[config.mk]
export PLATFORM = sky130hd
export DESIGN_NAME = go_back_n_send_window
export DESIGN_NICKNAME = d
export VERILOG_FILES = /design/src/rtl/gbnsw_pkg.sv /design/src/rtl/gbnsw_entry_ram.sv /design/src/rtl/go_back_n_send_window.sv
export SDC_FILE = /design/constraint.sdc
export NUM_CORES = 1
export LEC_CHECK = 0
export BUFFER_PORTS_ARGS = -buffer_cell sky130_fd_sc_hd__buf_2
export CORE_MARGIN = 1.5
export CORE_UTILIZATION = 61
export CTS_CLUSTER_DIAMETER = 80
export CTS_CLUSTER_SIZE = 12
export DETAILED_ROUTE_END_ITERATION = 10
export PLACE_DENSITY = 0.79
export SLEW_MARGIN = 20
export SYNTH_ARGS = -nofsm -noshare
export SYNTH_HDL_FRONTEND = slang
export SYNTH_HIERARCHICAL = 1
export SYNTH_SLANG_ARGS = --single-unit
[constraint.sdc]
create_clock -name clock -period 9.3 [get_ports clock]
set_clock_uncertainty 0.1 [all_clocks]
set_input_delay 0.465 -clock clock [delete_from_list [all_inputs] [get_ports clock]]
set_output_delay 0.465 -clock clock [all_outputs]
set_load 0.1 [all_outputs]
[src/rtl/gbnsw_pkg.sv]
// ----------------------------------------------------------------------------
// gbnsw_pkg
// Shared types and constants for the go-back-N send window.
// ----------------------------------------------------------------------------
package gbnsw_pkg;

   localparam int WINDOW_DEPTH_DEF = 16;
   localparam int SEQ_W            = 32;
   localparam int DATA_W           = 32;
   localparam int LIMIT_W          = 5;
   localparam int COUNT_OUT_W      = 5;
   localparam int CSR_DATA_W       = 32;
   localparam int CSR_ADDR_W       = 3;

   localparam logic [LIMIT_W-1:0] LIMIT_RESET = 5'd16;

   // register index, taken from paddr[2]
   localparam logic CSR_WINDOW_LIMIT = 1'b0;

   typedef enum logic [3:0] {
      ST_IDLE,
      ST_DROP_RD,
      ST_DROP_CMP,
      ST_DROP_FIX,
      ST_ACK_SEQ,
      ST_TAIL_RD,
      ST_TAIL_CMP,
      ST_APPEND,
      ST_ACK_UPD,
      ST_SRCH_RD,
      ST_SRCH_CMP,
      ST_DONE
   } gbnsw_state_type;

endpackage

[src/rtl/gbnsw_entry_ram.sv]
// ----------------------------------------------------------------------------
// gbnsw_entry_ram
// Window entry store: one write port, one read port with registered data.
// ----------------------------------------------------------------------------
module gbnsw_entry_ram #(
   parameter int DEPTH  = gbnsw_pkg::WINDOW_DEPTH_DEF,
   parameter int IDX_W  = 4,
   parameter int WORD_W = 64
) (
   input  logic              clock,
   input  logic              wr_en,
   input  logic [IDX_W-1:0]  wr_addr,
   input  logic [WORD_W-1:0] wr_data,
   input  logic [IDX_W-1:0]  rd_addr,
   output logic [WORD_W-1:0] rd_data
);

   logic [WORD_W-1:0] mem [DEPTH];
   logic [WORD_W-1:0] rd_data_ff;

   always_ff @(posedge clock) begin
      if (wr_en) begin
         mem[wr_addr] <= wr_data;
      end
      rd_data_ff <= mem[rd_addr];
   end

   assign rd_data = rd_data_ff;

endmodule

[src/rtl/go_back_n_send_window.sv]
// ----------------------------------------------------------------------------
// go_back_n_send_window
// Sender side of a go-back-N window: ring of unacked entries, ack tracking
// and lookup of the next entry to retransmit.
// ----------------------------------------------------------------------------
// Usage:
//   req_* carries one item per sent message (seq, data, optional cumulative
//   ack). rsp_* returns one result item per request: occupancy, full flag,
//   drop flag, ack status and the entry to resend. Both channels are
//   valid/ready. window_limit is written over the csr_ APB port at offset 0.
// Structure:
//   One 32-bit comparator and one ring-address adder are shared by a
//   sequencer that walks the entry RAM, reading each entry visited and
//   then comparing it. The walk covers the entries dropped by the ack
//   and the entries compared in the resend search. req_ready is high
//   only in idle, so a new item is not accepted until the previous one
//   has been moved into the output register.
// Reset clears the count, ack state and limit (16); entry RAM is not
// cleared, only entries below the count are read. A stalled result holds
// in the output register while the next item is already accepted.
// ----------------------------------------------------------------------------
module go_back_n_send_window #(
   parameter int WINDOW_DEPTH = gbnsw_pkg::WINDOW_DEPTH_DEF
) (
   input  logic                                clock,
   input  logic                                reset,
   // request
   input  logic                                req_valid,
   output logic                                req_ready,
   input  logic [gbnsw_pkg::SEQ_W-1:0]         req_msg_seq,
   input  logic [gbnsw_pkg::DATA_W-1:0]        req_msg_data,
   input  logic                                req_ack_valid,
   input  logic [gbnsw_pkg::SEQ_W-1:0]         req_ack_seq,
   // response
   output logic                                rsp_valid,
   input  logic                                rsp_ready,
   output logic [gbnsw_pkg::COUNT_OUT_W-1:0]   rsp_window_count,
   output logic                                rsp_window_full,
   output logic                                rsp_append_dropped,
   output logic                                rsp_ack_seen,
   output logic [gbnsw_pkg::SEQ_W-1:0]         rsp_highest_ack,
   output logic                                rsp_resend_found,
   output logic [gbnsw_pkg::SEQ_W-1:0]         rsp_resend_seq,
   output logic [gbnsw_pkg::DATA_W-1:0]        rsp_resend_data,
   // configuration
   input  logic                                csr_psel,
   input  logic                                csr_penable,
   input  logic                                csr_pwrite,
   input  logic [gbnsw_pkg::CSR_ADDR_W-1:0]    csr_paddr,
   input  logic [gbnsw_pkg::CSR_DATA_W-1:0]    csr_pwdata,
   output logic [gbnsw_pkg::CSR_DATA_W-1:0]    csr_prdata,
   output logic                                csr_pready
);

   import gbnsw_pkg::*;

   localparam int CNT_W  = $clog2(WINDOW_DEPTH + 1);
   localparam int IDX_W  = (WINDOW_DEPTH > 1) ? $clog2(WINDOW_DEPTH) : 1;
   localparam int SUM_W  = CNT_W + 1;
   localparam int LIM_W  = (CNT_W > LIMIT_W) ? CNT_W : LIMIT_W;
   localparam int WORD_W = SEQ_W + DATA_W;

   gbnsw_state_type state_ff, state_in;

   logic [IDX_W-1:0]   head_ff, head_in;
   logic [CNT_W-1:0]   count_ff, count_in;
   logic [CNT_W-1:0]   walk_ff, walk_in;
   logic [SEQ_W-1:0]   seq_ff, seq_in;
   logic [DATA_W-1:0]  data_ff, data_in;
   logic               ackv_ff, ackv_in;
   logic [SEQ_W-1:0]   ack_ff, ack_in;
   logic               want_ff, want_in;
   logic               dropped_ff, dropped_in;
   logic [SEQ_W-1:0]   last_ack_ff, last_ack_in;
   logic               seen_ff, seen_in;
   logic               found_ff, found_in;
   logic [SEQ_W-1:0]   rs_seq_ff, rs_seq_in;
   logic [DATA_W-1:0]  rs_data_ff, rs_data_in;
   logic [LIMIT_W-1:0] limit_ff, limit_in;

   logic                   rsp_valid_ff, rsp_valid_in;
   logic [COUNT_OUT_W-1:0] out_count_ff, out_count_in;
   logic                   out_full_ff, out_full_in;
   logic                   out_dropped_ff, out_dropped_in;
   logic                   out_seen_ff, out_seen_in;
   logic [SEQ_W-1:0]       out_ack_ff, out_ack_in;
   logic                   out_found_ff, out_found_in;
   logic [SEQ_W-1:0]       out_rseq_ff, out_rseq_in;
   logic [DATA_W-1:0]      out_rdata_ff, out_rdata_in;

   logic [LIM_W-1:0]   lim_ext, eff_lim;
   logic               room;
   logic [CNT_W-1:0]   addr_off;
   logic [SUM_W-1:0]   addr_sum, addr_wrap;
   logic [IDX_W-1:0]   ring_addr;
   logic [SEQ_W-1:0]   cmp_a, cmp_b;
   logic               cmp_lt, cmp_eq;
   logic [SEQ_W-1:0]   target;
   logic               ram_wr_en;
   logic [WORD_W-1:0]  ram_rd_data;
   logic [SEQ_W-1:0]   rd_seq;
   logic [DATA_W-1:0]  rd_data;
   logic               csr_write;

   gbnsw_entry_ram #(
      .DEPTH  (WINDOW_DEPTH),
      .IDX_W  (IDX_W),
      .WORD_W (WORD_W)
   ) u_ram (
      .clock   (clock),
      .wr_en   (ram_wr_en),
      .wr_addr (ring_addr),
      .wr_data ({seq_ff, data_ff}),
      .rd_addr (ring_addr),
      .rd_data (ram_rd_data)
   );

   assign rd_seq  = ram_rd_data[WORD_W-1:DATA_W];
   assign rd_data = ram_rd_data[DATA_W-1:0];

   // limit of 0 acts as 1, above depth acts as depth
   always_comb begin
      lim_ext = LIM_W'(limit_ff);
      if (limit_ff == '0) begin
         eff_lim = LIM_W'(1);
      end else if (lim_ext > LIM_W'(WINDOW_DEPTH)) begin
         eff_lim = LIM_W'(WINDOW_DEPTH);
      end else begin
         eff_lim = lim_ext;
      end
   end

   assign room = LIM_W'(count_ff) < eff_lim;

   // ring address adder: head plus an offset, wrapped at the depth
   always_comb begin
      unique case (state_ff)
         ST_TAIL_RD: addr_off = CNT_W'(count_ff - 1'b1);
         ST_APPEND:  addr_off = count_ff;
         default:    addr_off = walk_ff;
      endcase
      addr_sum  = SUM_W'(head_ff) + SUM_W'(addr_off);
      addr_wrap = (addr_sum >= SUM_W'(WINDOW_DEPTH)) ?
                  SUM_W'(addr_sum - SUM_W'(WINDOW_DEPTH)) : addr_sum;
      ring_addr = addr_wrap[IDX_W-1:0];
   end

   assign target = seen_ff ? SEQ_W'(last_ack_ff + 1'b1) : '0;

   // shared comparator
   always_comb begin
      unique case (state_ff)
         ST_DROP_CMP: begin
            cmp_a = ack_ff;
            cmp_b = rd_seq;
         end
         ST_ACK_SEQ: begin
            cmp_a = ack_ff;
            cmp_b = seq_ff;
         end
         ST_TAIL_CMP: begin
            cmp_a = rd_seq;
            cmp_b = seq_ff;
         end
         ST_ACK_UPD: begin
            cmp_a = last_ack_ff;
            cmp_b = ack_ff;
         end
         ST_SRCH_CMP: begin
            cmp_a = rd_seq;
            cmp_b = target;
         end
         default: begin
            cmp_a = ack_ff;
            cmp_b = seq_ff;
         end
      endcase
      cmp_lt = cmp_a < cmp_b;
      cmp_eq = cmp_a == cmp_b;
   end

   assign csr_write = csr_psel & csr_penable & csr_pwrite & csr_pready;

   always_comb begin
      state_in       = state_ff;
      head_in        = head_ff;
      count_in       = count_ff;
      walk_in        = walk_ff;
      seq_in         = seq_ff;
      data_in        = data_ff;
      ackv_in        = ackv_ff;
      ack_in         = ack_ff;
      want_in        = want_ff;
      dropped_in     = dropped_ff;
      last_ack_in    = last_ack_ff;
      seen_in        = seen_ff;
      found_in       = found_ff;
      rs_seq_in      = rs_seq_ff;
      rs_data_in     = rs_data_ff;
      limit_in       = limit_ff;
      rsp_valid_in   = rsp_valid_ff & ~rsp_ready;
      out_count_in   = out_count_ff;
      out_full_in    = out_full_ff;
      out_dropped_in = out_dropped_ff;
      out_seen_in    = out_seen_ff;
      out_ack_in     = out_ack_ff;
      out_found_in   = out_found_ff;
      out_rseq_in    = out_rseq_ff;
      out_rdata_in   = out_rdata_ff;
      ram_wr_en      = 1'b0;
      req_ready      = 1'b0;

      if (csr_write && csr_paddr[2] == CSR_WINDOW_LIMIT) begin
         limit_in = csr_pwdata[LIMIT_W-1:0];
      end

      unique case (state_ff)
         ST_IDLE: begin
            req_ready = 1'b1;
            if (req_valid) begin
               seq_in     = req_msg_seq;
               data_in    = req_msg_data;
               ackv_in    = req_ack_valid;
               ack_in     = req_ack_seq;
               walk_in    = '0;
               want_in    = 1'b1;
               dropped_in = 1'b0;
               found_in   = 1'b0;
               rs_seq_in  = '0;
               rs_data_in = '0;
               state_in   = req_ack_valid ? ST_DROP_RD : ST_TAIL_RD;
            end
         end
         ST_DROP_RD: begin
            state_in = (walk_ff == count_ff) ? ST_DROP_FIX : ST_DROP_CMP;
         end
         ST_DROP_CMP: begin
            // entry at or below the ack: drop it and look at the next
            if (!cmp_lt) begin
               walk_in  = CNT_W'(walk_ff + 1'b1);
               state_in = ST_DROP_RD;
            end else begin
               state_in = ST_DROP_FIX;
            end
         end
         ST_DROP_FIX: begin
            head_in  = ring_addr;
            count_in = CNT_W'(count_ff - walk_ff);
            state_in = ST_ACK_SEQ;
         end
         ST_ACK_SEQ: begin
            want_in  = cmp_lt;
            state_in = ST_TAIL_RD;
         end
         ST_TAIL_RD: begin
            state_in = (count_ff == '0) ? ST_APPEND : ST_TAIL_CMP;
         end
         ST_TAIL_CMP: begin
            want_in  = want_ff & cmp_lt;
            state_in = ST_APPEND;
         end
         ST_APPEND: begin
            if (want_ff) begin
               if (room) begin
                  ram_wr_en = 1'b1;
                  count_in  = CNT_W'(count_ff + 1'b1);
               end else begin
                  dropped_in = 1'b1;
               end
            end
            walk_in  = '0;
            state_in = ackv_ff ? ST_ACK_UPD : ST_SRCH_RD;
         end
         ST_ACK_UPD: begin
            if (!seen_ff || cmp_lt) begin
               last_ack_in = ack_ff;
               seen_in     = 1'b1;
            end
            state_in = ST_SRCH_RD;
         end
         ST_SRCH_RD: begin
            state_in = (walk_ff == count_ff) ? ST_DONE : ST_SRCH_CMP;
         end
         ST_SRCH_CMP: begin
            if (cmp_eq) begin
               found_in   = 1'b1;
               rs_seq_in  = rd_seq;
               rs_data_in = rd_data;
               state_in   = ST_DONE;
            end else begin
               walk_in  = CNT_W'(walk_ff + 1'b1);
               state_in = ST_SRCH_RD;
            end
         end
         ST_DONE: begin
            if (!rsp_valid_ff || rsp_ready) begin
               rsp_valid_in   = 1'b1;
               out_count_in   = COUNT_OUT_W'(count_ff);
               out_full_in    = ~room;
               out_dropped_in = dropped_ff;
               out_seen_in    = seen_ff;
               out_ack_in     = last_ack_ff;
               out_found_in   = found_ff;
               out_rseq_in    = rs_seq_ff;
               out_rdata_in   = rs_data_ff;
               state_in       = ST_IDLE;
            end
         end
         default: begin
            state_in = ST_IDLE;
         end
      endcase
   end

   always_ff @(posedge clock) begin
      if (reset) begin
         state_ff     <= ST_IDLE;
         head_ff      <= '0;
         count_ff     <= '0;
         last_ack_ff  <= '0;
         seen_ff      <= 1'b0;
         limit_ff     <= LIMIT_RESET;
         rsp_valid_ff <= 1'b0;
      end else begin
         state_ff     <= state_in;
         head_ff      <= head_in;
         count_ff     <= count_in;
         last_ack_ff  <= last_ack_in;
         seen_ff      <= seen_in;
         limit_ff     <= limit_in;
         rsp_valid_ff <= rsp_valid_in;
      end
   end

   always_ff @(posedge clock) begin
      walk_ff        <= walk_in;
      seq_ff         <= seq_in;
      data_ff        <= data_in;
      ackv_ff        <= ackv_in;
      ack_ff         <= ack_in;
      want_ff        <= want_in;
      dropped_ff     <= dropped_in;
      found_ff       <= found_in;
      rs_seq_ff      <= rs_seq_in;
      rs_data_ff     <= rs_data_in;
      out_count_ff   <= out_count_in;
      out_full_ff    <= out_full_in;
      out_dropped_ff <= out_dropped_in;
      out_seen_ff    <= out_seen_in;
      out_ack_ff     <= out_ack_in;
      out_found_ff   <= out_found_in;
      out_rseq_ff    <= out_rseq_in;
      out_rdata_ff   <= out_rdata_in;
   end

   assign rsp_valid          = rsp_valid_ff;
   assign rsp_window_count   = out_count_ff;
   assign rsp_window_full    = out_full_ff;
   assign rsp_append_dropped = out_dropped_ff;
   assign rsp_ack_seen       = out_seen_ff;
   assign rsp_highest_ack    = out_ack_ff;
   assign rsp_resend_found   = out_found_ff;
   assign rsp_resend_seq     = out_rseq_ff;
   assign rsp_resend_data    = out_rdata_ff;

   assign csr_pready = 1'b1;
   assign csr_prdata = (csr_paddr[2] == CSR_WINDOW_LIMIT) ?
                       CSR_DATA_W'(limit_ff) : '0;

endmodule
* Yosys cells after proc, flatten, opt, wreduce, memory -nomap -nowiden
Memory sizes are Yosys's and may differ from the RTL's. A register that Yosys moved wholly into a read port is not among the register bits. Cells that the tools add are included.
Word-level totals: memories kept 1, bits of input ports 139, word-level logic and storage cells 134, memory bits (writable) 1024, output and inout bits 140, register bits after elaboration 326
Memory list:
- u_ram.mem | depth 16, width 64, read ports 1, clocked after memory_dff 1, write ports 1, line gbnsw_entry_ram.sv:18 | logic [WORD_W-1:0] mem [DEPTH];
Cells by class: bitwise logic cells 7, add/subtract/negate cells 7, magnitude comparators 4, reductions and logical operators 23, equal/unequal tests 21, mux-type cells 46
Operator list (count):
- one-hot mux 32 bit (2 select lines) | 3
- two-way mux 32 bit | 4
- one-hot mux 32 bit (3 select lines) | 1
- one-hot mux 4 bit (12 select lines) | 1
- two-way mux 5 bit | 8
- adder 32 x 1 -> 32 bit (second input constant) | 1
- equality test 32 bit | 1
- < comparator 32 bit | 1
- one-hot mux 5 bit (2 select lines) | 2
- one-hot mux 5 bit (4 select lines) | 1
- two-way mux 1 bit | 17
- equality test 4 x 3 -> 1 bit (second input constant) | 4
- equality test 4 bit (second input constant) | 4
- != test 2 bit (second input constant) | 8
- two-way mux 4 bit | 3
- adder 5 x 1 -> 5 bit (second input constant) | 2
- logical NOT 5 bit | 2
- AND reduction 2 bit | 5
- equality test 4 x 2 -> 1 bit (second input constant) | 2
- AND reduction 4 bit | 2
- adder 4 x 5 -> 6 bit | 1
- >= comparator 6 x 5 -> 1 bit (second input constant) | 1
- AND reduction 3 bit | 2
- nonzero test 2 bit | 3
- other kinds (20) | 29

* Longest topological paths before layout
depth after elaboration 9, depth in mapped cells 16

* By module
The synthesis kept the hierarchy.
Modules (own cells, without submodules):
- gbnsw_entry_ram | times used 1, area an instance 39581.7 um^2, seq. area each 32030.7 um^2, cells an instance 1647
- go_back_n_send_window | times used 1, area an instance 14552.7 um^2, seq. area each 9268.9 um^2, cells an instance 1095

* Least setup slack after synthesis
No wires, ideal clock.
kind flip-flop to flip-flop, start register rsp_valid_ff, in the netlist rsp_valid, end register out_seen_ff, in the netlist rsp_ack_seen, enable pin, stages on the path, launching flop included 3, required time 8.502 ns, data arrival time 8.052 ns, clock period less this slack 8.850 ns, setup slack 0.450 ns, library setup time 0.698 ns, path buffers 0, path through dfxtp_1 -> nor2b_1 -> nor3_1
Between the ends: cells in the longest elaborated chain, start to end 3
RTL lines:
- start: declaration | line go_back_n_send_window.sv:81 | logic rsp_valid_ff, rsp_valid_in;
- start signal: assignment | line go_back_n_send_window.sv:331 | rsp_valid_ff <= rsp_valid_in;
- logical NOT 1 bit | line go_back_n_send_window.sv:296 | if (!rsp_valid_ff || rsp_ready) begin
- logical OR 1 bit | line go_back_n_send_window.sv:296
- AND reduction 2 bit (no line)
- end signal: assignment | line go_back_n_send_window.sv:349 | out_seen_ff <= out_seen_in;
- end: declaration | line go_back_n_send_window.sv:85 | logic out_seen_ff, out_seen_in;
Every way passes these cells. A chain may end at the register's enable or synchronous reset.

* Worst setup path in the final report
start register count_ff[0], end memory u_ram.mem[10][61], enable pin
Between the ends: elaborated cells between the ends (all ways) 12
RTL lines:
- start: declaration | line go_back_n_send_window.sv:66 | logic [CNT_W-1:0] count_ff, count_in;
- start signal: assignment | line go_back_n_send_window.sv:327 | count_ff <= count_in;
- subtractor 5 x 1 -> 5 bit | line go_back_n_send_window.sv:138 | ST_TAIL_RD: addr_off = CNT_W'(count_ff - 1'b1);
- one-hot mux 5 bit (2 select lines) * | line go_back_n_send_window.sv:137 | unique case (state_ff)
- adder 4 x 5 -> 6 bit * | line go_back_n_send_window.sv:142 | addr_sum = SUM_W'(head_ff) + SUM_W'(addr_off);
- via addr_sum[3] | line go_back_n_send_window.sv:94 | logic [SUM_W-1:0] addr_sum, addr_wrap;
- >= comparator 6 x 5 -> 1 bit or subtractor 4 x 1 -> 4 bit (tied branches) | line go_back_n_send_window.sv:143, go_back_n_send_window.sv:144
- two-way mux 4 bit * | line go_back_n_send_window.sv:143 | addr_wrap = (addr_sum >= SUM_W'(WINDOW_DEPTH)) ?
- end: declaration | line gbnsw_entry_ram.sv:18
The timed path passes the listed nets; every way through them passes the cells marked *.

==> impl_metrics.env <==
export IMPL_crit_family="simple AND/OR/NAND/NOR gates"
export IMPL_cp_required_ns=9.54
export IMPL_die_h_um=301
export IMPL_clock_path_buffers=3
export IMPL_yosysTopAreaCellShare_pct=72.0
export IMPL_yosys_warnings=6
export IMPL_n_antenna_cell=0
export IMPL_cts_num_sinks=1414
export IMPL_grt_start_max_net_pins=86
export IMPL_drtIter0Drc=3522
export IMPL_detail_route_wl_per_cell_um=28.9
export IMPL_start_util_pct=61.4
export IMPL_grt_overflow=0
export IMPL_area_delta_synth_final_pct=13.5
export IMPL_rsz0062_at_grt="false"
export IMPL_yosysUniqueCellTypes=65
export IMPL_crit_buf_inv=2
export IMPL_max_freq_mhz=165
export IMPL_htree_levels=4
export IMPL_die_w_um=301
export IMPL_final_nets=3304
export IMPL_ioPinCount=279
export IMPL_post_place_ws_ns=3.32
export IMPL_finalPower_uw=18400
export IMPL_post_cts_resized=0
export IMPL_worstPathArrival_ns=6.31
export IMPL_gp_congestion=0.901
export IMPL_clockRootBuffer="clkbuf_16"
export IMPL_dp_hpwl_um=66200
export IMPL_relSlewSlack_pct=21.3
export IMPL_setup_viol=0
export IMPL_yosysSeqAreaShare_pct=76.3
export IMPL_synth_top_cells_by_area="edfxtp_1 (72%), mux4_2 (11%), dfxtp_1 (4.3%)"
export IMPL_synth_avg_cell_area_um2=19.7
export IMPL_crit_fanout=43
export IMPL_yosys_top_cells_count="edfxtp_1 (1,298), mux4_2 (256), a22oi_1 (161)"
export IMPL_power_leakage_uw=0.0203
export IMPL_grt_pass1_wl_um=187000
export IMPL_tns_ns=0
export IMPL_slowest_delay_ns=0.93
export IMPL_multi_input_area_um2=12200
export IMPL_grtUsageTotal_pct=28.6
export IMPL_worstMarginPinSlew_ns=1.18
export IMPL_drive_gt1_share_pct=22.5
export IMPL_status="completed"
export IMPL_ff_latch_area_um2=41300
export IMPL_slew_viol_final=0
export IMPL_critPathCaptureType="register"
export IMPL_synth_edf_count=1298
export IMPL_critPathLaunchType="register"
export IMPL_ant_nets=0
export IMPL_netlist_instances=2742
export IMPL_synth_top_area_cell="edfxtp_1"
export IMPL_path_clk_slew_ns=0.06
export IMPL_worst_slack_ns=3.23
export IMPL_crit_chain="inv_1 > ha_1 > nor2_1 > a21oi_1 > o21ai_0 > ha_1 > a21o_1 > a21oi_1 > xor2_1 > xnor2_1 > nand3b_1 > nor2_4 > buf_4"
export IMPL_slowest_stage="nor2_4"
export IMPL_grt_pass1_vias=29169
export IMPL_finalHoldViolCount=0
export IMPL_num_vias=28309
export IMPL_pwr_density_cell_nw_per_um2=300
export IMPL_ys_flop_type="edfxtp_1"
export IMPL_cap_violations=0
export IMPL_remaining_drc_errors=0
export IMPL_critPathKind="register to register"
export IMPL_post_route_min_period_ns=6.07
export IMPL_core_area_um2=88100
export IMPL_clk_latency_ns=0.73
export IMPL_yosysMostFrequentCell="edfxtp_1"
export IMPL_fp_row_count=109
export IMPL_antenna_found_initial=1
export IMPL_async_reset_ff_share_pct=0
export IMPL_yosys_register_bits=1414
export IMPL_dieArea_um2=90500
export IMPL_finalCritPeriodShare_pct=65.3
export IMPL_cts_buffers=135
export IMPL_avgViaCountPerCell=6.48
export IMPL_drt_total_wl_um=126000
export IMPL_io_buffers=221
export IMPL_syn_area_um2=54100
export IMPL_cts_tree="done"
export IMPL_nFillCells=5291
export IMPL_hp_class="input port to register"
export IMPL_vdd_drop_max_mv=0.350
export IMPL_dr_pass1_iters=6
where the power goes:
| part | internal (uW) | total (uW) | switching [uW] |
|---|---|---|---|
| clock | 2760 | 5030 | 2280 |
| sequential | 7670 | 8190 | 524 |
| combinational | 2280 | 5220 | 2940 |
| total | 12700 | 18400 | 5740 |
sequential cells by signal (all words and copies together) (netlist names), 4 cells and up:
name / count
ack_ff: 32
count_ff: 5
data_ff: 32
head_ff: 4
last_ack_ff: 32
lim_ext: 5
rs_data_ff: 32
rs_seq_ff: 32
rsp_highest_ack: 32
rsp_resend_data: 32
rsp_resend_seq: 32
rsp_window_count: 5
seq_ff: 32
state_ff: 4
u_ram/mem: 1024
u_ram/rd_data: 64
walk_ff: 5
path summary, 6_finish.rpt:
check | start | to | slack [ns] | depth (start not counted)
worst max-delay path | count_ff[0]$_SDFFE_PP0P_ | u_ram/mem[10][61]$_DFFE_PP_ | 3.23 | 13
worst min-delay path | req_valid | state_ff[0]$_SDFFE_PP0P_ | 0.19 | 5
worst max register to register | count_ff[0]$_SDFFE_PP0P_ | u_ram/mem[10][61]$_DFFE_PP_ | 3.23 | 13
worst min register to register | rs_data_ff[10]$_SDFFCE_PP0P_ | rsp_resend_data[10]$_DFFE_PP_ | 0.31 | 0
cell type report:
class,count,share of cell area (%)
Clock buffer,215,6.05
Clock inverter,14,0.326
Inverter,15,0.0957
Multi-Input combinational cell,1174,19.8
Sequential cell,1414,67.2
Tap cell,1165,2.37
Timing Repair Buffer,375,4.19
worst reg2reg max path: stages (launching register included):
cell and delay [ns]:
dfxtp_1 0.54, inv_1 0.18, ha_1 0.35, nor2_1 0.09, a21oi_1 0.06, o21ai_0 0.44, ha_1 0.33, a21o_1 0.17
a21oi_1 0.16, xor2_1 0.10, xnor2_1 0.81, nand3b_1 0.54, nor2_4 0.93, buf_4 0.88
repair_timing:
action | in CTS | in global routing
hold endpoints to repair | 103 | 0
hold buffers | 103 | 0
setup buffers | 0 | 0
cells in the final DEF (no fill, tap or decap), types with 15 or more instances in the layout:
master / n
a21oi_1: 30
a221oi_1: 16
a222oi_1: 16
a22oi_1: 161
and2_1: 65
buf_2: 221
buf_4: 47
clkbuf_1: 78
clkbuf_16: 137
conb_1: 28
dfxtp_1: 116
dlygate4sd3_1: 103
edfxtp_1: 1298
ha_1: 47
mux2i_1: 40
mux4_2: 256
nand2_1: 154
nand3_1: 21
nand4_1: 17
nor2_1: 36
o21ai_0: 16
o21ai_1: 15
or2b_1: 58
xnor2_1: 23
xor2_1: 19
layer usage:
layer	wire length [um]	up-vias	GRT usage, %	share of wire [%]
met5	0	-	0	0
met4	3660	0	10.1	2.9
met3	11900	271	5.14	9.4
met2	63100	1765	46.8	50
met1	47600	14480	39.2	38
li1	-	11793	-	-
per-stage QoR:
stage	hold slack [ns]	instance area, um2	util (%)	std cells
after floorplan	0.300	54200	-	2768
after global placement	0.305	56400	64.0	4037
after detailed placement	0.305	56400	64.0	4037
after CTS	0.134	61400	69.7	4369
final	0.188	61500	69.8	4372
after global routing	0.189	61500	69.8	4372
cell families after synthesis:
group / share of synthesized area, %
other cells: 0.0139
flops: 76.3
fa+ha+maj: 1.18
xor+xnor: 0.680
buf+inv: 1.81
compound gates: 4.27
mux: 11.4
simple gates: 4.34
(Power assumes the default switching activity.)
